File: config.mk
export PLATFORM = sky130hd
export DESIGN_NAME = wsc_cordic
export DESIGN_NICKNAME = d
export VERILOG_FILES = /design/src/hw/rtl/wsc_pkg.sv /design/src/hw/rtl/wsc_cordic.sv
export SDC_FILE = /design/constraint.sdc
export NUM_CORES = 1
export LEC_CHECK = 0
export ABC_AREA = 1
export BUFFER_PORTS_ARGS = -buffer_cell sky130_fd_sc_hd__buf_2
export CAP_MARGIN = 30
export CORE_MARGIN = 2
export CORE_UTILIZATION = 35
export CTS_CLUSTER_DIAMETER = 200
export DETAILED_ROUTE_END_ITERATION = 8
export PLACE_DENSITY = 0.52
export SLEW_MARGIN = 20
export SYNTH_ARGS = -nofsm -noshare
export SYNTH_HDL_FRONTEND = slang
export SYNTH_SLANG_ARGS = --single-unit
File: constraint.sdc
create_clock -name clk_i -period 4.8 [get_ports clk_i]
set_input_delay 0.72 -clock clk_i [delete_from_list [all_inputs] [get_ports clk_i]]
set_output_delay 0.72 -clock clk_i [all_outputs]
set_load 0.01 [all_outputs]
File: src/hw/rtl/wsc_pkg.sv
// Shared types, constants and tables of the waypoint steering controller.
package wsc_pkg;

  localparam int OP_W      = 3;
  localparam int LAT_W     = 31;
  localparam int LON_W     = 32;
  localparam int YAW_W     = 16;
  localparam int STEER_W   = 8;
  localparam int SPEED_W   = 7;
  localparam int LEFT_W    = 4;
  localparam int DIST_W    = 29;
  localparam int CFG_IDX_W = 3;
  localparam int CFG_W     = 32;
  localparam int POS_W     = LAT_W + LON_W;

  localparam int WAYPOINT_DEPTH_DEF = 10;
  localparam int CRUMB_DEPTH_DEF    = 10;

  localparam logic [OP_W-1:0] OP_CTRL   = 3'd0;
  localparam logic [OP_W-1:0] OP_CRUMB  = 3'd1;
  localparam logic [OP_W-1:0] OP_ADD    = 3'd2;
  localparam logic [OP_W-1:0] OP_GO     = 3'd3;
  localparam logic [OP_W-1:0] OP_STOP   = 3'd4;
  localparam logic [OP_W-1:0] OP_CLEAR  = 3'd5;
  localparam logic [OP_W-1:0] OP_FS_ON  = 3'd6;
  localparam logic [OP_W-1:0] OP_FS_OFF = 3'd7;

  localparam logic [CFG_IDX_W-1:0] CFG_HOME_LAT = 3'd0;
  localparam logic [CFG_IDX_W-1:0] CFG_HOME_LON = 3'd1;
  localparam logic [CFG_IDX_W-1:0] CFG_FENCE    = 3'd2;
  localparam logic [CFG_IDX_W-1:0] CFG_GAIN     = 3'd3;
  localparam logic [CFG_IDX_W-1:0] CFG_RAD_AUTO = 3'd4;
  localparam logic [CFG_IDX_W-1:0] CFG_RAD_FS   = 3'd5;
  localparam logic [CFG_IDX_W-1:0] CFG_SPACING  = 3'd6;

  localparam logic signed [30:0] HOME_LAT_RST = 31'sd380000000;
  localparam logic signed [31:0] HOME_LON_RST = -32'sd1110000000;
  localparam logic [29:0]        FENCE_RST    = 30'd30000000;
  localparam logic [7:0]         GAIN_RST     = 8'd48;
  localparam logic [16:0]        RAD_AUTO_RST = 17'd300;
  localparam logic [16:0]        RAD_FS_RST   = 17'd200;
  localparam logic [19:0]        SPACING_RST  = 20'd1500;
  localparam logic [DIST_W-1:0]  DIST_RST     = 29'd1000;
  localparam logic [DIST_W-1:0]  DIST_MAX     = 29'd536870911;

  localparam logic signed [24:0] HALF_TURN_Z  = 25'sd4608000;
  localparam logic [15:0]        FULL_CDEG    = 16'd36000;

  typedef struct packed {
    logic signed [LAT_W-1:0] lat;
    logic signed [LON_W-1:0] lon;
  } pos_t;

  function automatic logic [20:0] atan_lut(input logic [3:0] i);
    logic [20:0] v;
    case (i)
      4'd0:    v = 21'd1152000;
      4'd1:    v = 21'd680065;
      4'd2:    v = 21'd359328;
      4'd3:    v = 21'd182400;
      4'd4:    v = 21'd91554;
      4'd5:    v = 21'd45822;
      4'd6:    v = 21'd22916;
      4'd7:    v = 21'd11459;
      4'd8:    v = 21'd5730;
      4'd9:    v = 21'd2865;
      4'd10:   v = 21'd1432;
      4'd11:   v = 21'd716;
      4'd12:   v = 21'd358;
      4'd13:   v = 21'd179;
      4'd14:   v = 21'd90;
      default: v = 21'd45;
    endcase
    return v;
  endfunction

endpackage

File: src/hw/rtl/wsc_cordic.sv
// Bearing unit: 16-step vectoring CORDIC, result in centidegrees.
module wsc_cordic (
  input  logic               clk_i,
  input  logic               rst_ni,
  input  logic               start_i,
  input  logic signed [31:0] dlat_i,
  input  logic signed [32:0] dlon_i,
  output logic               vld_o,
  output logic [15:0]        heading_o
);
  import wsc_pkg::*;

  logic               busy_q, fin_q, vld_q, zero_q;
  logic [3:0]         i_q;
  logic signed [35:0] x_q, y_q, xs, ys, x0, y0;
  logic signed [24:0] z_q, ang, z0, zr;
  logic signed [16:0] c;
  logic [15:0]        heading_q;

  always_comb begin
    xs  = x_q >>> i_q;
    ys  = y_q >>> i_q;
    ang = 25'(atan_lut(i_q));
    x0  = 36'(dlat_i);
    y0  = 36'(dlon_i);
    z0  = '0;
    if (dlat_i < 0) begin
      z0 = (dlon_i >= 0) ? HALF_TURN_Z : -HALF_TURN_Z;
      x0 = -x0;
      y0 = -y0;
    end
    zr = (z_q + 25'sd128) >>> 8;
    c  = zr[16:0];
    if (c < 0) begin
      c = c + 17'sd36000;
    end
  end

  always_ff @(posedge clk_i or negedge rst_ni) begin
    if (!rst_ni) begin
      busy_q <= 1'b0;
      fin_q  <= 1'b0;
      vld_q  <= 1'b0;
    end else if (start_i) begin
      busy_q <= 1'b1;
      vld_q  <= 1'b0;
    end else if (busy_q) begin
      if (i_q == 4'd15) begin
        busy_q <= 1'b0;
        fin_q  <= 1'b1;
      end
    end else if (fin_q) begin
      fin_q <= 1'b0;
      vld_q <= 1'b1;
    end
  end

  always_ff @(posedge clk_i) begin
    if (start_i) begin
      x_q    <= x0;
      y_q    <= y0;
      z_q    <= z0;
      i_q    <= '0;
      zero_q <= (dlat_i == 0) && (dlon_i == 0);
    end else if (busy_q) begin
      if (y_q > 0) begin
        x_q <= x_q + ys;
        y_q <= y_q - xs;
        z_q <= z_q + ang;
      end else begin
        x_q <= x_q - ys;
        y_q <= y_q + xs;
        z_q <= z_q - ang;
      end
      i_q <= i_q + 4'd1;
    end else if (fin_q) begin
      heading_q <= zero_q ? 16'd0 : c[15:0];
    end
  end

  assign vld_o     = vld_q;
  assign heading_o = heading_q;
endmodule

* After elaboration in Yosys (flattened, before gate mapping)
Memory sizes are Yosys's and may differ from the RTL's. A register that Yosys moved wholly into a read port is not among the register bits.
Cells that the tools add are included.
** Operators by class
- $add $sub $neg :: 11
- Order comparisons :: 4
- Equal/unequal tests :: 3
- Shift-type cells :: 2
- Multiplexer cells :: 24
- Bitwise logic cells :: 2
- Reduce and logical (&&, ||, !) cells :: 8
** Operator list (count)
- 36-bit 2-to-1 mux :: 8
- 25-bit 2-to-1 mux :: 5
- 36-bit adder :: 2
- 36-bit by 4-bit >>> shifter with 36-bit output :: 2
- 36-bit subtractor :: 2
- 36-bit by 1-bit greater-than comparator with 1-bit output (second input constant) :: 1
- 32-bit negator with 36-bit output :: 1
- 33-bit negator with 36-bit output :: 1
- 33-bit by 1-bit greater-or-equal comparator with 1-bit output (second input constant) :: 1
- 33-bit logical NOT :: 1
- 32-bit logical NOT :: 1
- 32-bit by 1-bit less-than comparator with 1-bit output (second input constant) :: 1
- 25-bit by 22-bit adder with 25-bit output :: 1
- 25-bit by 9-bit adder with 25-bit output (second input constant) :: 1
- 25-bit by 22-bit subtractor with 25-bit output :: 1
- 17-bit by 1-bit less-than comparator with 1-bit output (second input constant) :: 1
- 16-bit adder (second input constant) :: 1
- 16-bit 2-to-1 mux :: 1
- 1-bit 2-to-1 mux :: 8
- 4-bit 2-to-1 mux :: 2
- 4-bit by 1-bit adder with 4-bit output (second input constant) :: 1
- 4-bit == test (second input constant) :: 1
- 2-bit AND reduction :: 2
- 2-bit nonzero test :: 2
- other kinds (5) :: 6
** Word-level totals
- Flip-flop bits (word level) :: 121
- Bits in read-only memories :: 336
- Input bits :: 68
- Output and inout port bits :: 17
- Logic and storage cells :: 64
- Memories kept :: 1
** Memory list
- (no name shown) :: depth 16, width 21, rd ports 1, clocked after memory_dff 1, write ports 0, line wsc_pkg.sv:56 : case (i)

* Longest topological paths before layout
- Depth after elaboration :: 5
- Mapped depth :: 33

* Least setup slack after synthesis
Ideal clock, no wire load.
- Kind :: input-to-reg
- Start point :: input port start_i
- End point :: register heading_q[0] (netlist: heading_o[0]) (enable)
- Setup time :: 489 ps
- Data arrival time :: 4046 ps
- Data required time :: 4311 ps
- Path slack :: 264 ps
- Stages on the path :: 5
- Path buffers :: 2
- Cells stage by stage :: clkbuf_1 > clkbuf_1 > nor2_1 > inv_1 > nor2_1
** On the way
- Cells in the longest elaborated chain, start to end :: 2
** RTL lines
- from (decl) :: line wsc_cordic.sv:5 : input logic start_i,
- 1-bit NOT (no line)
- 3-bit AND reduction (no line)
- to (signal assigned) :: line wsc_cordic.sv:77 : heading_q <= zero_q ? 16'd0 : c[15:0];
- to (decl) :: line wsc_cordic.sv:18 : logic [15:0] heading_q;
No other way between the ends.
A chain may end at the register's enable or synchronous reset.

* Final worst setup path
- Start point :: register i_q[0]
- End point :: register y_q[35] (data pin)
** On the way
- Cells in the longest elaborated chain, start to end :: 5
- Elaborated cells between the ends (all ways) :: 6
- Classes of those cells :: 2 x add/sub; 1 x shift; 3 x mux
** RTL lines
- from (decl) :: line wsc_cordic.sv:14 : logic [3:0] i_q;
- from (signal assigned) :: line wsc_cordic.sv:75 : i_q <= i_q + 4'd1;
- 36-bit by 4-bit >>> shifter with 36-bit output * :: line wsc_cordic.sv:21 : xs = x_q >>> i_q;
- 36-bit adder / 36-bit subtractor (equally long branches) :: line wsc_cordic.sv:72, wsc_cordic.sv:68
- 36-bit 2-to-1 mux * :: line wsc_cordic.sv:66 : if (y_q > 0) begin
- 36-bit 2-to-1 mux * :: line wsc_cordic.sv:65 : end else if (busy_q) begin
- 36-bit 2-to-1 mux * :: line wsc_cordic.sv:59 : if (start_i) begin
- to (signal assigned) :: line wsc_cordic.sv:61 : y_q <= y0;
- to (signal assigned) :: line wsc_cordic.sv:68 : y_q <= y_q - xs;
- to (signal assigned) :: line wsc_cordic.sv:72 : y_q <= y_q + xs;
- to (decl) :: line wsc_cordic.sv:15 : logic signed [35:0] x_q, y_q, xs, ys, x0, y0;
Mark *: on every way between the ends. The rest lies on a longest branch, timed or not. The select of a mux whose other input is x is not followed.

==> impl_metrics.py <==
metrics = {
    "status": {
        "status": "finished clean",
    },
    "power_and_ir_drop": {
        "p_per_area_nw_per_um2": 872.4,
        "total_power_mw": 18.66,
        "irDropWorstVdd_v": 0.0004132,
        "leakage_nw": 9.978,
    },
    "setup_path": {
        "cpMostUsedCell": "nand3_1",
        "cp.required_ns": 5.07,
        "critPathMaxFanout": 21,
        "cp.arrival_ns": 4.79,
        "cpPeakStageDelay_ns": 0.48,
        "path_class": "flip-flop to flip-flop",
        "cp-end-kind": "flip-flop",
        "crit_buf_inv": 5,
        "cp.depth": 26,
        "slowest_stage": "dfxtp_4",
        "crit_family": "simple AND/OR/NAND/NOR gates",
        "r2r_cells": 26,
        "start_kind": "flip-flop",
    },
    "cells_and_area": {
        "syn2layout_area_growth_pct": 13.30,
        "final_layout_size_suffix_gt1_share_pct": 12.27,
        "final_nets": 3345,
    },
    "clocking": {
        "clock_path_buffers": 2,
        "clock_latency_ns": 0.51,
        "cts.sinks": 142,
        "cts_tree": "built",
        "cts-htree-levels": 4,
        "clkSlewWorstSetupHoldPaths_ns": 0.08,
        "cts_buffers": 17,
        "root_buffer": "clkbuf_16",
    },
    "die": {
        "coreArea_um2": 53600,
        "rows": 85,
        "start_util_pct": 35.21,
        "die-area_um2": 55800,
        "fp.dieH_um": 236.2,
        "dieWidth_um": 236.2,
        "io_pins": 85,
    },
    "sta": {
        "layout_min_cycle_time_ns": 4.524,
        "period_share_pct": 94.26,
        "finalMaxSlewViolations": 0,
        "maxSlewHeadroom_pct": 51.57,
        "hold_viol": 0,
        "fmaxAchievable_mhz": 221.0,
        "final-setup-viol-count": 0,
        "worst_clock_skew_ns": 0.02667,
        "tightest_slew_ns": 0.7209,
        "fin_tns_setup_ns": 0,
    },
    "synth": {
        "yosys.area.top_type_share_pct": 18.14,
        "synth-seq-cells": 142,
        "postSynthAreaPerCell_um2": 6.173,
        "seq_area_frac_synth_pct": 21.19,
        "netlist-cell-type-count": 63,
        "synthFlopType": "edfxtp_1",
        "synth_common_cells": "nand2_1, nand3_1, nor2_1",
        "syn-num-nets": 3238,
        "synth_warnings": 0,
        "async_flop_share_pct": 2.113,
        "synthTopCellsByArea": "edfxtp_1, nand2_1, nand3_1",
        "synth_edf_count": 114,
        "yosysMostFrequentCell": "nand2_1",
        "yosys.area.top_type": "edfxtp_1",
        "syn_inst": 3058,
        "netlist_area_um2": 18880,
    },
    "drt": {
        "routedWlPerCell_um": 18.18,
        "postRouteAntennaNets": 0,
        "vias_per_cell": 5.378,
        "wirelength_mm": 70.44,
        "drt-initial-drc-count": 1855,
        "firstDrtPassIters": 6,
        "drc_errors": 0,
        "num_vias": 20840,
    },
    "grt": {
        "track_usage_pct": 24.81,
        "grt_pass1_vias": 19394,
        "grt-ovfl-total": 0,
        "grt_pass1_wl_mm": 108.6,
        "antenna_found_initial": 3,
        "grt_max_degree": 72,
    },
    "job": {
        "cap_violations": 0,
    },
    "place": {
        "gp_congestion": 0.9188,
        "dp_hpwl_mm": 55.96,
        "port_buffers": 84,
    },
    "min_path": {
        "holdCritPathClass": "input pin to flip-flop",
        "min_path_cells": 3,
    },
}
## layout by cell type (no fill, tap or decap), types with 20 or more instances in the layout
cell type  instances
nand2_1          810
nand3_1          381
nor2_1           311
inv_1            282
a21oi_1          198
o21ai_0          194
edfxtp_1         114
ha_1             108
buf_4             96
buf_2             83
xor2_1            61
xnor2_1           48
nor3_1            40
nand2_2           38
o21ai_1           31
nand4_1           29
a31oi_1           25
dfxtp_1           21
clkbuf_16         21
nand3_2           20
## stage by stage
step | hold WS [ns] | setup WS [ns] | cells | area (um2) | utilization [%]
5_1_grt | 0.5110 | -0.03756 | 3874 | 21380 | 39.90
4_1_cts | 0.4731 | 0.04374 | 3863 | 21080 | 39.33
3_3_place_gp | 0.4926 | -0.2150 | 3829 | 20450 | 38.15
6_report | 0.5162 | 0.2756 | 3875 | 21390 | 39.90
3_5_place_dp | 0.5055 | -0.1508 | 3830 | 20470 | 38.19
2_1_floorplan | 0.4244 | 0.2642 | 3058 | 18880 | -
## routing by layer
| layer | up-vias | track usage (%) | wire length, um |
|---|---|---|---|
| met2 | 601 | 40.33 | 32070 |
| met5 | - | 0 | 11 |
| li1 | 10530 | - | - |
| met4 | 2 | 9.762 | 2258 |
| met3 | 95 | 3.991 | 3712 |
| met1 | 9612 | 32.86 | 32390 |
## tightest hold or removal path: stages
cell,delay [ns]
buf_2,0.08
nand2_1,0.04
o21ai_0,0.05
## path summary, 6_finish.rpt
path,slack (ns),endpoint,start
max,0.28,y_q[35],i_q[0]
min,0.52,x_q[0],dlat_i[0]
max reg2reg,0.28,y_q[35],i_q[0]
min reg2reg,0.52,fin_q,fin_q
max in group asynchronous,4.09,fin_q,rst_ni
min in group asynchronous,0.58,vld_o,rst_ni
## power breakdown
group          internal [mW]  switching, mW  total (mW)
Combinational           5.39           9.03        14.4
Sequential              2.06          0.737        2.79
Clock                  0.765          0.681        1.45
## layout make-up
type                       instances  area (um2)
fill                            5916       32210
multi-input combinational       2517       13390
sequential                       142        4006
timing repair buffer             192        1393
inverter                         294        1121
tap                              696       870.8
clock buffer                      19       454.2
clock inverter                    13       142.6
timing repair inverter             1       8.758
antenna                            1       2.502
## state kept, by name, summed over array words and instances, names as in the netlist
signal / count
fin_q: 1
zero_q: 1
ang: 21
busy_q: 1
heading_o: 16
vld_o: 1
i_q: 4
x_q: 36
y_q: 36
z_q: 25
## repair_timing
item / 4_1_cts / 5_1_grt
pin swaps: 0 / 6
buffers inserted: 0 / 7
hold buffers: 1 / 0
resized for setup: 2 / 48
endpoints found under the hold margin: 3 / 0
cloned: 0 / 4
endpoints found under the setup margin: 1 / 37
## logic make-up after synthesis
kind of cell,after synthesis,synth area share [%]
AO/OA/AOI/OAI,564,16.80
XOR/XNOR,109,5.058
adder cells (fa/ha/maj),112,7.543
buffers and inverters,399,8.710
flip-flops,142,21.19
AND/OR/NAND/NOR,1732,40.70
Power figures use the tool's default switching activity.
