## config.mk

```make
export PLATFORM = sky130hd
export DESIGN_NAME = wsc_ram
export DESIGN_NICKNAME = d
export VERILOG_FILES = /design/src/hw/rtl/wsc_ram.sv
export SDC_FILE = /design/constraint.sdc
export NUM_CORES = 1
export LEC_CHECK = 0
export BUFFER_PORTS_ARGS = -buffer_cell sky130_fd_sc_hd__buf_2
export CORE_MARGIN = 1
export CORE_UTILIZATION = 40
export CTS_CLUSTER_DIAMETER = 30
export CTS_CLUSTER_SIZE = 25
export DETAILED_ROUTE_END_ITERATION = 10
export REMOVE_ABC_BUFFERS = 1
export SETUP_SLACK_MARGIN = 0.02
export SKIP_LAST_GASP = 1
export SYNTH_ARGS = -nofsm -noshare
export SYNTH_HDL_FRONTEND = slang
export SYNTH_SLANG_ARGS = --single-unit
```

## constraint.sdc

```tcl
create_clock -name clk_i -period 1.8 [get_ports clk_i]
set_input_delay 0.09 -clock clk_i [delete_from_list [all_inputs] [get_ports clk_i]]
set_output_delay 0.09 -clock clk_i [all_outputs]
set_load 0.02 [all_outputs]
```

## src/hw/rtl/wsc_ram.sv

```systemverilog
// Generic single write port RAM with registered read.
module wsc_ram #(
  parameter int Width = 8,
  parameter int Depth = 2
) (
  input  logic                     clk_i,
  input  logic                     we_i,
  input  logic [$clog2(Depth)-1:0] waddr_i,
  input  logic [Width-1:0]         wdata_i,
  input  logic [$clog2(Depth)-1:0] raddr_i,
  output logic [Width-1:0]         rdata_o
);
  logic [Width-1:0] mem [Depth];

  always_ff @(posedge clk_i) begin
    if (we_i) begin
      mem[waddr_i] <= wdata_i;
    end
    rdata_o <= mem[raddr_i];
  end
endmodule

```

; Word-level counts from Yosys, hierarchy flattened
; Memory sizes are Yosys's and may differ from the RTL's. A register that Yosys moved wholly into a read port is not among the register bits.
; Index checks and enable logic that the tools add are counted.
[op_classes]
muxes = 2
[op_table]
columns = cell, count
row1 = 1-bit two-way mux, 2
[word_totals]
ramBits = 16
reg_bits = 0
elab_cells = 3
n_memories = 1
[mem_list]
columns = memory, words, width, read_ports, rd_clocked_by_memory_dff, write_ports, line_no
row1 = mem, 2, 8, 1, 1, 1, 13  ; logic [Width-1:0] mem [Depth];

; Longest topological paths before layout
; Gate-level depths: netlist of the first run.
[logic_depth]
word_depth = 2
mapped_depth = 2
depth_no_buf = 1

; Worst setup path after synthesis of the first run
; OpenSTA, ideal clock, no wires.
[synth_timing]
path_type = in2reg
from = in we_i
to = mem mem[0][0], enable pin
arrival_ns = 0.510
setup_time_ns = 0.373
required_ns = 1.427
cell_stages = 1
path_slack_ns = 0.917
cell_sequence = nor2b_1
[synth_via]
elab_chain_len = 2
[synth_lines]
columns = element, line_no
row1 = "start, declared", 7  ; input logic we_i,
row2 = 1-bit two-way mux, 16  ; if (we_i) begin
row3 = 1-bit two-way mux (not written as such), 17  ; mem[waddr_i] <= wdata_i;
row4 = "end, declared", 13
; No other way between the ends.

; Worst setup path in the final report of the first run
[layout_timing]
from = reg rdata_o[1], read port of mem
to = out rdata_o[1]
[layout_rtl]
columns = element, line_no
row1 = "start, declared", 11  ; output logic [Width-1:0] rdata_o
; No word-level cell between the ends.

==> results list, run 1 <==
* Outcome: finished, final reports clean
* Gr ovfl total: 0
- In this run the most used layer during global routing was met2.
* Floorplan die height: around 46 microns
- In this run, CTS created clock tree buffers numbering 3.
- For met3 alone, demand over resource in global routing was just under 6%.
- Wire per inst: 10.73 microns
- Setup repair after global routing left no endpoint under its margin.
- Number of setup violations in the final report: 0
- Synth area leader: sky130_fd_sc_hd__edfxtp_1
* Cell class contributing the biggest share of worst-path delay: flip-flops
* Layout overhead on the synthesized area: 28.23%
- Transition time at the pin with the least slew margin: ~680 ps
* Number of gates resized after cts: 0
- Summing all placed instances gives a cell area of 899.6 sq um.
* Peak supply drop: about 650 uV
- After the last flow step, the layout net total stands at 78.
- Hold timing on the final database bottoms out at a slack of about 210 ps.
- In this run the worst hold path is classified as primary input to flop.
- Mean instance size in the synthesized netlist: around 22 sq um
* Post-route minimum period: 880.5 ps
- Cells along the critical path: buf_2
- Internal Power: about 770 uW
- Reported leakage power: between 0.0004 and 0.0005 uW
* IO Port Bufs: 19
* Cells taking the most area after synthesis: sky130_fd_sc_hd__edfxtp_1, sky130_fd_sc_hd__dfxtp_1, sky130_fd_sc_hd__mux2_4
* Fraction of layout instances using a drive strength above 1: roughly 46%
- Slowest cell delay on critical path: between 300 and 400 ps
- After synthesis, the most frequently instantiated cells are sky130_fd_sc_hd__edfxtp_1, sky130_fd_sc_hd__dfxtp_1, sky130_fd_sc_hd__mux2_4.
- The worst setup path is captured at a primary output.
- Fraction of power spent switching nets: just over 20%
- Routing usage on met1: 12.66%
* Starting Density: 44.00%
- In this run the remaining antenna-violating nets after routing total 0.
* TritonCTS clock tree: built
- Number of slew-limit violations in the final report: 0
- At the end of routability-driven placement, the weighted congestion stood at 0.6884.
* Part of the Yosys area used for sequential elements: between 80% and 90%
* Fillers: roughly 150
* Net switching power: a little under 200 uW
- Average vias per placed instance: ~4.2
- On the final layout, the worst clock skew is roughly 4.5 ps.
* Sum of negative setup slack: 0 ps
- Cell area power density: slightly below 1000 nW/um^2
- The final route contains between 300 and 400 vias.
- Critical path fanouts, max: 1
* Signal arrival time at the worst endpoint: around 790 ps
- With fillers left out, the area of the finished cells amounts to between 1000 and 1500 sq um.
- Overall die area: around 2100 sq um
- After clock tree synthesis, the clock-pin slew on the worst setup and hold paths is around 120 ps.
- STA classifies the critical path startpoint as a flop.
- Residual DRC: 0
- Num Clock Sinks: 24
- Width of the die: around 46 microns
- In this run, post-CTS hold repair placed 8 buffers.
* Wire length of the first global-routing pass: ~1500 microns
- The synthesized design contains 16 enable-type register cells.
- Library cells used by synthesis: 6
* Fin crit share: roughly half
- The largest individual stage delay along the critical path comes from the cell sky130_fd_sc_hd__dfxtp_1.
- Synth Flop Type: sky130_fd_sc_hd__edfxtp_1
* Clock Latency Late Sink: 300 ps
* Share of Yosys cell area claimed by the top area cell type: roughly three fifths
* Drt first pass iters: 3
- For this run, the number of Yosys warnings is 0.
* Yosys reg bits: 24
- The clock network burns a little under a quarter of the power.
* Vias in the first global route: between 300 and 400
- Final wirelength: ~970 microns
- Number of diodes added for antenna fixing: 0
* Utilization of the core after routing: between 50% and 60%
- Max-cap violations in this run came to 0.
- Post-Syn Instances: 35
* Floorplan core area: about 1800 sq um
- Maximum clock path buffer count: 2
- Dominant cell by count in the synthesized netlist: sky130_fd_sc_hd__edfxtp_1
- The worst pin sits at a relative slew slack of a little over half.
* Aggregate global-route resource usage: between 10% and 20%
- The initial antenna violation count is 0.
- Final-report hold violation count: 0
- IO Count: 20
- Mapped Area: between 700 and 800 sq um
* Reg power frac: 65.8%
* H-tree depth: 1
- In the synthesized netlist the async set-or-reset flop fraction comes to 0%.
- Required @ worst endpoint: 1710 ps
- Clock tree synthesis selected as its root buffer the cell sky130_fd_sc_hd__clkbuf_4.
- For this run, the top clock speed supported by timing is ~1100 MHz.
- Together, buffers and inverters on the worst path number 1.
* Pin count of the biggest net entering global routing: 14
* Relative contribution of combinational cells to total power: 10.7%
- Category of the critical setup timing path: flop to primary output
- Post-CTS repair timing setup buffer count: 0
- For met2 alone, demand over resource in global routing was between 15 and 20%.
- DRT iter0 DRCs: 4
* Num rows: 15
==> cell usage in the layout, fill, tap and decap left out <==
cell type	n
sky130_fd_sc_hd__buf_2	19
sky130_fd_sc_hd__edfxtp_1	16
sky130_fd_sc_hd__mux2_4	8
sky130_fd_sc_hd__dlygate4sd3_1	8
sky130_fd_sc_hd__dfxtp_1	8
sky130_fd_sc_hd__clkbuf_4	3
sky130_fd_sc_hd__nor2b_1	1
sky130_fd_sc_hd__and2_1	1
sky130_fd_sc_hd__clkbuf_1	1
==> cell type report <==
| cell class | instances | area (sq um) | area share [%] |
|---|---|---|---|
| multi-input cells | 10 | 132.6 | 13.18 |
| flip-flops and latches | 24 | 640.6 | 63.68 |
| well taps | 25 | 31.28 | 3.109 |
| repair buffers | 27 | 175.2 | 17.41 |
| clock buffers | 4 | 26.28 | 2.612 |
==> metal layers <==
| metal | vias up | share of wire (%) |
|---|---|---|
| met3 | 0 | 5.6 |
| met4 | 0 | 0 |
| met1 | 173 | 45 |
| met5 | - | 0 |
| li1 | 189 | - |
| met2 | 15 | 49 |
==> registers in the layout, summed over array words and instances, names as in the netlist <==
register  count
mem          16
rdata_o       8
==> metrics by stage <==
stage / total power, uW / instances / setup WS (ps)
2_1_floorplan: 705.9 / 34 / 916.6
3_3_place_gp: 744.1 / 78 / 733.5
3_5_place_dp: 744.3 / 78 / 679.9
4_1_cts: 982.4 / 90 / 908.0
5_1_grt: 1012 / 90 / 876.3
6_report: 971.5 / 90 / 919.5
==> path summary, 6_finish.rpt <==
check / to / depth (start not counted) / slack, ps / startpoint
max reg2reg: rdata_o[2] / 1 / 1050 / mem[1][2]
max: rdata_o[1] / 1 / 920 / rdata_o[1]
min: mem[0][1] / 2 / 210 / waddr_i
min reg2reg: rdata_o[5] / 1 / 480 / mem[1][5]
==> power groups by stage <==
stage	logic [uW]	clock network, uW	registers (uW)
2_1_floorplan	32.1	0	674
3_3_place_gp	91.2	0	653
3_5_place_dp	91.3	0	653
4_1_cts	105	237	640
5_1_grt	112	256	645
6_report	104	228	640
==> cell families (layout without fill, tap and decap cells) <==
logic type	Yosys count	count (layout)	share of synthesized area, %
buf+inv	1	31	1.435
flops	24	24	81.66
mux	8	8	15.31
simple gates	2	2	1.596
Note: power is estimated with default switching activity, not from simulation.
==> inputs of run 2 (changes only) <==
- PLACE_DENSITY: default -> 0.65
- clock period: 1.8 -> 0.8 ns (I/O delays scaled with it)
==> results list, run 2 (synthesized netlist as in run 1, its figures left out) <==
* Launch instance of the worst min-delay path: raddr_i
- Cells along the critical path: buf_6
- Pin count of the biggest net entering global routing: 14 (unchanged)
* Residual antenna-violating net count after detailed routing: 0 (unchanged)
- Clock power share: 22.5% (-1.0 points)
- Slowest cell delay on critical path: 340 ps (about the same)
- The number of placement rows was 15 (unchanged).
- The top-level I/O count was 20 (unchanged).
- Number of slew-limit violations in the final report: 0 (unchanged)
* Starting Density: 44.00% (unchanged)
- The net switching component of the power is 465.2 uW (+130%).
- GR Util met3: 4.706% (-1.2 points)
- Number of setup violations in the final report: 0 (unchanged)
* Path type of the worst min-delay path: primary input to flop
* Relative contribution of combinational cells to total power: 12.8% (+2.1 points)
* Fin crit share: 99.26%
* Placer's final routability congestion estimate: 0.6152 (-11%)
- The routing usage on met1 is 13.44% (+0.78 points).
* Layout overhead on the synthesized area: 37.80%
* Num Clock Sinks: 24 (unchanged)
- The number of vias in the routed layout is 400 (+6.1%).
- Wire per inst: 11.53 microns (+7.4%)
- The die extent in y was 46.29 microns (unchanged).
* Number of antenna violations at the first check in global routing: 0 (unchanged)
* Count of max-cap constraint violations: 0 (unchanged)
- After global routing, the most crowded layer is met2.
* Internal Power: 1783 uW (+130%)
- The worst path required time was 760 ps (-950 ps).
* Transition time at the pin with the least slew margin: 268.7 ps (-409.7 ps)
* Flip-flop count of the largest register after layout: 16 (unchanged)
- The via count of the first global-routing pass came to 351 (unchanged).
* Worst Hold End: rdata_o[2]
* TritonCTS buffer count: 3 (unchanged)
- In this run the critical register-to-register path is captured at rdata_o[6].
- The met2 track utilization from global routing was 18.87% (+1.4 points).
* Reported leakage power: 0.0004390 uW (+6.7%)
- The number of buffer and inverter instances along the worst setup path came to 1 (unchanged).
- Category of the worst setup path launch point: flop
- The largest registers in the layout are mem: 16 flops, rdata_o: 8 flops.
- The number of detailed-routing iterations run before antenna repair was 2 (-1).
- More flip-flops sit in one register than any other, and that register is mem.
- The sequential cell fraction of total power was 64.8% (-1.0 points).
- Static timing analysis puts the maximum clock frequency at between 1000 and 1500 MHz.
* Peak supply drop: 1204 uV (+85%)
- Clock Latency Late Sink: 300 ps (about the same)
- TritonCTS clock tree: built
- Floorplan core area: 1783 sq um (unchanged)
- The number of hold violations in the final report came to 0 (unchanged).
- Hold path depth: 2 (unchanged)
* Clk slew on worst S/H paths: 120 ps (about the same)
- Residual DRC: 0 (unchanged)
- Setup repair after global routing could not meet its margin everywhere.
- DRT iter0 DRCs: 5 (+1)
* Post-place instance area: 914.6 sq um (+1.7%)
- The smallest clock period supported by the final layout is computed as a little under 800 ps.
- Final wirelength: 1061 microns (+9.8%)
- The library cell used most frequently in the layout, excluding fill and tap cells, is sky130_fd_sc_hd__edfxtp_1.
- Fraction of layout instances using a drive strength above 1: 59.70% (+14 points)
* Tightest slew margin relative to the limit: 82.08% (+27 points)
- Fraction of power spent switching nets: 20.69% (+0.22 points)
* IO Port Bufs: 19 (unchanged)
- The global-route wire length before repair was 1580 microns (+4.1%).
- The number of vias per cell after detailed routing was 4.348 (+3.8%).
- The CTS H-tree depth was 1 (unchanged).
- Reg-to-reg slack, setup: 40 ps (-1010 ps)
- Category of the critical setup timing path: flop to primary output
* Startpoint of the worst register-to-register path: mem[0][6]
* Overall die area: 2142 sq um (unchanged)
- The slowest stage of the critical path is the sky130_fd_sc_hd__dfxtp_2 cell.
- The setup skew after layout is 3.588 ps (-0.8768 ps).
- Hpwl dp: between 600 and 700 microns
- The cell total after placement was 80 (+2.6%).
- The library cells used most frequently in the layout, excluding fill and tap cells, are sky130_fd_sc_hd__edfxtp_1, sky130_fd_sc_hd__buf_2.
* Critical path fanouts, max: 1 (unchanged)
- Number of diodes added for antenna fixing: 0 (unchanged)
* Summed area of non-filler cells in the final layout: 1081 sq um (+7.5%)
* Width of the die: 46.29 microns (unchanged)
* Buffer cell driving the clock tree root: sky130_fd_sc_hd__clkbuf_4
- The cell family contributing the most delay on the critical path is flip-flops.
- Post-Layout Cell Count: 92 (+2.2%)
- The critical path arrival came to 750 ps (-40 ps).
- Length in cells of the worst reg-to-reg path: 1 (unchanged)
- The final net count was 80 (+2.6%).
* Smallest hold slack: 171.1 ps (-40.25 ps)
* Aggregate global-route resource usage: 11.40% (+0.67 points)
- Maximum clock path buffer count: 2 (unchanged)
- The worst setup path is captured at a primary output.
* Outcome: finished, final reports clean
* Cell area power density: 2079 nW/um^2 (+120%)
- The remaining global-route overflow is 0 (unchanged).
## run 2: changes by cell type in the layout (fill, tap and decap cells not counted)
cell | before | now
sky130_fd_sc_hd__buf_2 | 19 | 11
sky130_fd_sc_hd__buf_6 | 0 | 8
sky130_fd_sc_hd__dfxtp_1 | 8 | 0
sky130_fd_sc_hd__dfxtp_2 | 0 | 8
sky130_fd_sc_hd__buf_4 | 0 | 2
sky130_fd_sc_hd__clkbuf_1 | 1 | 0
sky130_fd_sc_hd__clkinv_1 | 0 | 1
## run 2: final cells by class
class | count | area [sq um]
Fill cell | 140 | 701.9
Clock buffer | 3 | 22.52
Timing Repair Buffer | 29 | 240.2
Multi-Input combinational cell | 10 | 132.6
Clock inverter | 1 | 3.754
Sequential cell | 24 | 650.6
Tap cell | 25 | 31.28
## run 2: worst max path at each step
stage                          start         end  slack (ps)  cells past startpoint
after floorplan                 we_i   mem[0][0]         -30                      1
after global placement       raddr_i  rdata_o[4]          60                      2
after detailed placement     raddr_i  rdata_o[4]          50                      2
after CTS                 rdata_o[7]  rdata_o[7]          -8                      1
after global routing      rdata_o[2]  rdata_o[2]         -40                      1
final                     rdata_o[2]  rdata_o[2]           6                      1
## run 2: power by group through the flow
stage | Combinational (uW) | Sequential [uW] | Clock, uW
6_report | 287 | 1460 | 505
3_5_place_dp | 216 | 1470 | 0
4_1_cts | 288 | 1460 | 527
2_1_floorplan | 72.3 | 1520 | 0
3_3_place_gp | 212 | 1470 | 0
5_1_grt | 307 | 1460 | 577
## run 2: what timing repair did
| item | in CTS | in global routing |
|---|---|---|
| setup buffers | 0 | 0 |
| hold endpoints to repair | 16 | 0 |
| hold buffers | 8 | 0 |
| gates resized for setup | 24 | 0 |
| endpoints found under the setup margin | 8 | 9 |
## run 2: per-layer routing
metal | vias up | part of all wire [%]
met4 | 0 | 0
li1 | 196 | -
met1 | 192 | 42
met3 | 0 | 3.2
met5 | - | 0
met2 | 12 | 55
## run 2: stage by stage
stage | util, % | setup WS (ps) | total power, uW | setup TNS, ps
2_1_floorplan | - | -33.44 | 1588 | -267.5
3_3_place_gp | 51.30 | 56.02 | 1679 | 0
3_5_place_dp | 51.30 | 47.78 | 1685 | 0
4_1_cts | 60.63 | -7.731 | 2272 | -32.62
5_1_grt | 60.63 | -36.63 | 2349 | -227.2
6_report | 60.63 | 5.891 | 2248 | 0
==> inputs of run 3 (changes only) <==
- PLACE_DENSITY: 0.65 -> default
- clock period: 0.8 -> 0.99 ns (I/O delays scaled with it)
==> results list, run 3 (synthesized netlist as in run 1, its figures left out) <==
- Smallest hold slack: 153.2 ps (-17.94 ps)
- The top-level I/O count came to 20 (unchanged).
- Final-report hold violation count: 0 (unchanged)
* Slowest cell delay on critical path: 330 ps (about the same)
- Final #Nets: 80 (unchanged)
- Num rows: 15 (unchanged)
- Final wirelength: 954 microns (-10%)
- Drt first pass iters: 2 (unchanged)
- The setup slack after layout was 157.2 ps (+151.3 ps).
* Sum of negative setup slack: 0 ps (unchanged)
* Starting Density: 44.00% (unchanged)
* Cells along the critical path: buf_2
- The core outline area came to 1783 sq um (unchanged).
- The number of buffers on the longest clock path was 2 (unchanged).
- The slowest stage of the critical path belongs to the cell sky130_fd_sc_hd__dfxtp_1.
* Path type of the worst min-delay path: primary input to flop
* Buffer cell driving the clock tree root: sky130_fd_sc_hd__clkbuf_4
* Width of the die: 46.29 microns (unchanged)
- Required @ worst endpoint: 940 ps (+180 ps)
- The number of sinks driven by the clock tree is 24 (unchanged).
- The number of diodes added for antenna fixing is 0 (unchanged).
- Sequential cell area: 640.6 sq um (-1.5%)
- Pin count of the biggest net entering global routing: 15 (+1)
* Internal Power: 1662 uW (-6.8%)
- Critical path fanouts, max: 1 (unchanged)
- Number of antenna violations at the first check in global routing: 0 (unchanged)
- The post-route DRC violation count was 0 (unchanged).
* Relative contribution of combinational cells to total power: 9.5% (-3.3 points)
- Fraction of layout instances using a drive strength above 1: 49.25% (-10 points)
* IO Port Bufs: 19 (unchanged)
- The die extent in y was 46.29 microns (unchanged).
- The number of instances on the worst hold path was 3 (+1).
- The global placement routability congestion came to 0.6316 (+2.7%).
- The net switching component of the power was 378.4 uW (-19%).
* Signal arrival time at the worst endpoint: 780 ps (+30 ps)
- Residual antenna-violating net count after detailed routing: 0 (unchanged)
* Wire length of the first global-routing pass: 1587 microns (+0.44%)
- Top Registers: mem: 16 flops, rdata_o: 8 flops
- Max Clock Freq: 1201 MHz
- Overall die area: 2142 sq um (unchanged)
* Kind of end point of the critical path: primary output
- Count of max-cap constraint violations: 0 (unchanged)
* Number of slew-limit violations in the final report: 0 (unchanged)
* Reg with most FFs: mem
- Reported leakage power: 0.0004346 uW (-1.0%)
- The number of vias in the routed layout was 373 (-6.8%).
- Clock Latency Late Sink: 310 ps (about the same)
- The number of buffers created by CTS came to 3 (unchanged).
* Fin crit share: around 84%
- Peak supply drop: 1315 uV (+9.2%)
* Commonest non-fill, non-tap cells in the layout: sky130_fd_sc_hd__buf_2, sky130_fd_sc_hd__edfxtp_1, sky130_fd_sc_hd__mux2_4, sky130_fd_sc_hd__dlygate4sd3_1, sky130_fd_sc_hd__dfxtp_1
* Buffer and inverter count on the worst path: 1 (unchanged)
- Setup repair after global routing left no endpoint under its margin.
- Fraction of power spent switching nets: 18.55% (-2.1 points)
- Cell class contributing the biggest share of worst-path delay: flip-flops
- STA classifies the critical path startpoint as a flop.
* Most common cell after layout, fill and taps aside: sky130_fd_sc_hd__buf_2
* DRT iter0 DRCs: 5 (unchanged)
- The worst setup path is of the flop to primary output kind.
* Flip-flop count of the largest register after layout: 16 (unchanged)
* Transition time at the pin with the least slew margin: 389.8 ps (+121.1 ps)
- The number of cells on the critical path was 1 (unchanged).
- The setup violation total in the final timing report came to 0 (unchanged).
* Length in cells of the worst reg-to-reg path: 1 (unchanged)
- TritonCTS built the clock tree.
- Wire per inst: 10.37 microns (-10%)
- Clock power share: 33.5% (+11 points)
* Outcome: finished, final reports clean
- Clk slew on worst S/H paths: 120 ps (about the same)
- The sequential cell fraction of total power was 57.0% (-7.8 points).
- The all-layer global routing usage was 11.65% (+0.25 points).
- The setup skew after layout was 6.413 ps (+2.825 ps).
- Layout overhead on the synthesized area: 33.49%
- Vias in the first global route: 345 (-1.7%)
* Cell area power density: 1948 nW/um^2 (-6.3%)
- The number of vias per cell after detailed routing was 4.054 (-6.8%).
- H-tree depth: 1 (unchanged)
- The post-CTS setup buffer count came to 0 (unchanged).
- Post-route minimum period: 832.8 ps
* Fillers: 139 (-0.71%)
- Place WS: 155.5 ps (+107.7 ps)
- Multi-input combinational cell area: 132.6 sq um (unchanged)
* Gr ovfl total: 0 (unchanged)
* Tightest slew margin relative to the limit: 74.01% (-8.1 points)
-- run 3: layout make-up --
class | count | share of cell area [%]
flip-flops and latches | 24 | 61.17
well taps | 25 | 2.987
clock buffers | 3 | 2.151
repair buffers | 29 | 18.16
clock inverters | 1 | 2.867
multi-input cells | 10 | 12.66
-- run 3: final timing paths --
check                           startpoint         end  slack, ps
worst min register to register   mem[1][6]  rdata_o[6]        480
worst max-delay path            rdata_o[1]  rdata_o[1]        160
worst min-delay path               waddr_i   mem[0][1]        150
worst max register to register   mem[0][1]  rdata_o[1]        220
-- run 3: repair_timing --
item                      CTS  global route
hold endpoints to repair   16             0
hold buffers                8             0
resized for setup           0             0
-- run 3: metrics by stage --
stage	utilization (%)	total power, uW	instance area (sq um)	std cells
detailed placement	51.30	1359	914.6	80
global route	58.74	2135	1047	92
global placement	51.30	1359	914.6	80
floorplan	-	1284	773.2	34
CTS	58.74	2071	1047	92
finish	58.74	2040	1047	92
-- run 3: per-layer routing --
metal  up-vias  track usage [%]  share of wire [%]
met4         0            8.824                2.4
met1       162            14.21                 44
met2        15            17.18                 50
met3         4            3.529                3.9
met5         -                0                  0
li1        192                -                  -
-- run 3: power groups by stage --
stage	combinational, uW	sequential (uW)	clock (uW)
floorplan	58.4	1230	0
global placement	172	1190	0
detailed placement	173	1190	0
CTS	197	1160	710
global route	213	1170	751
finish	194	1160	684
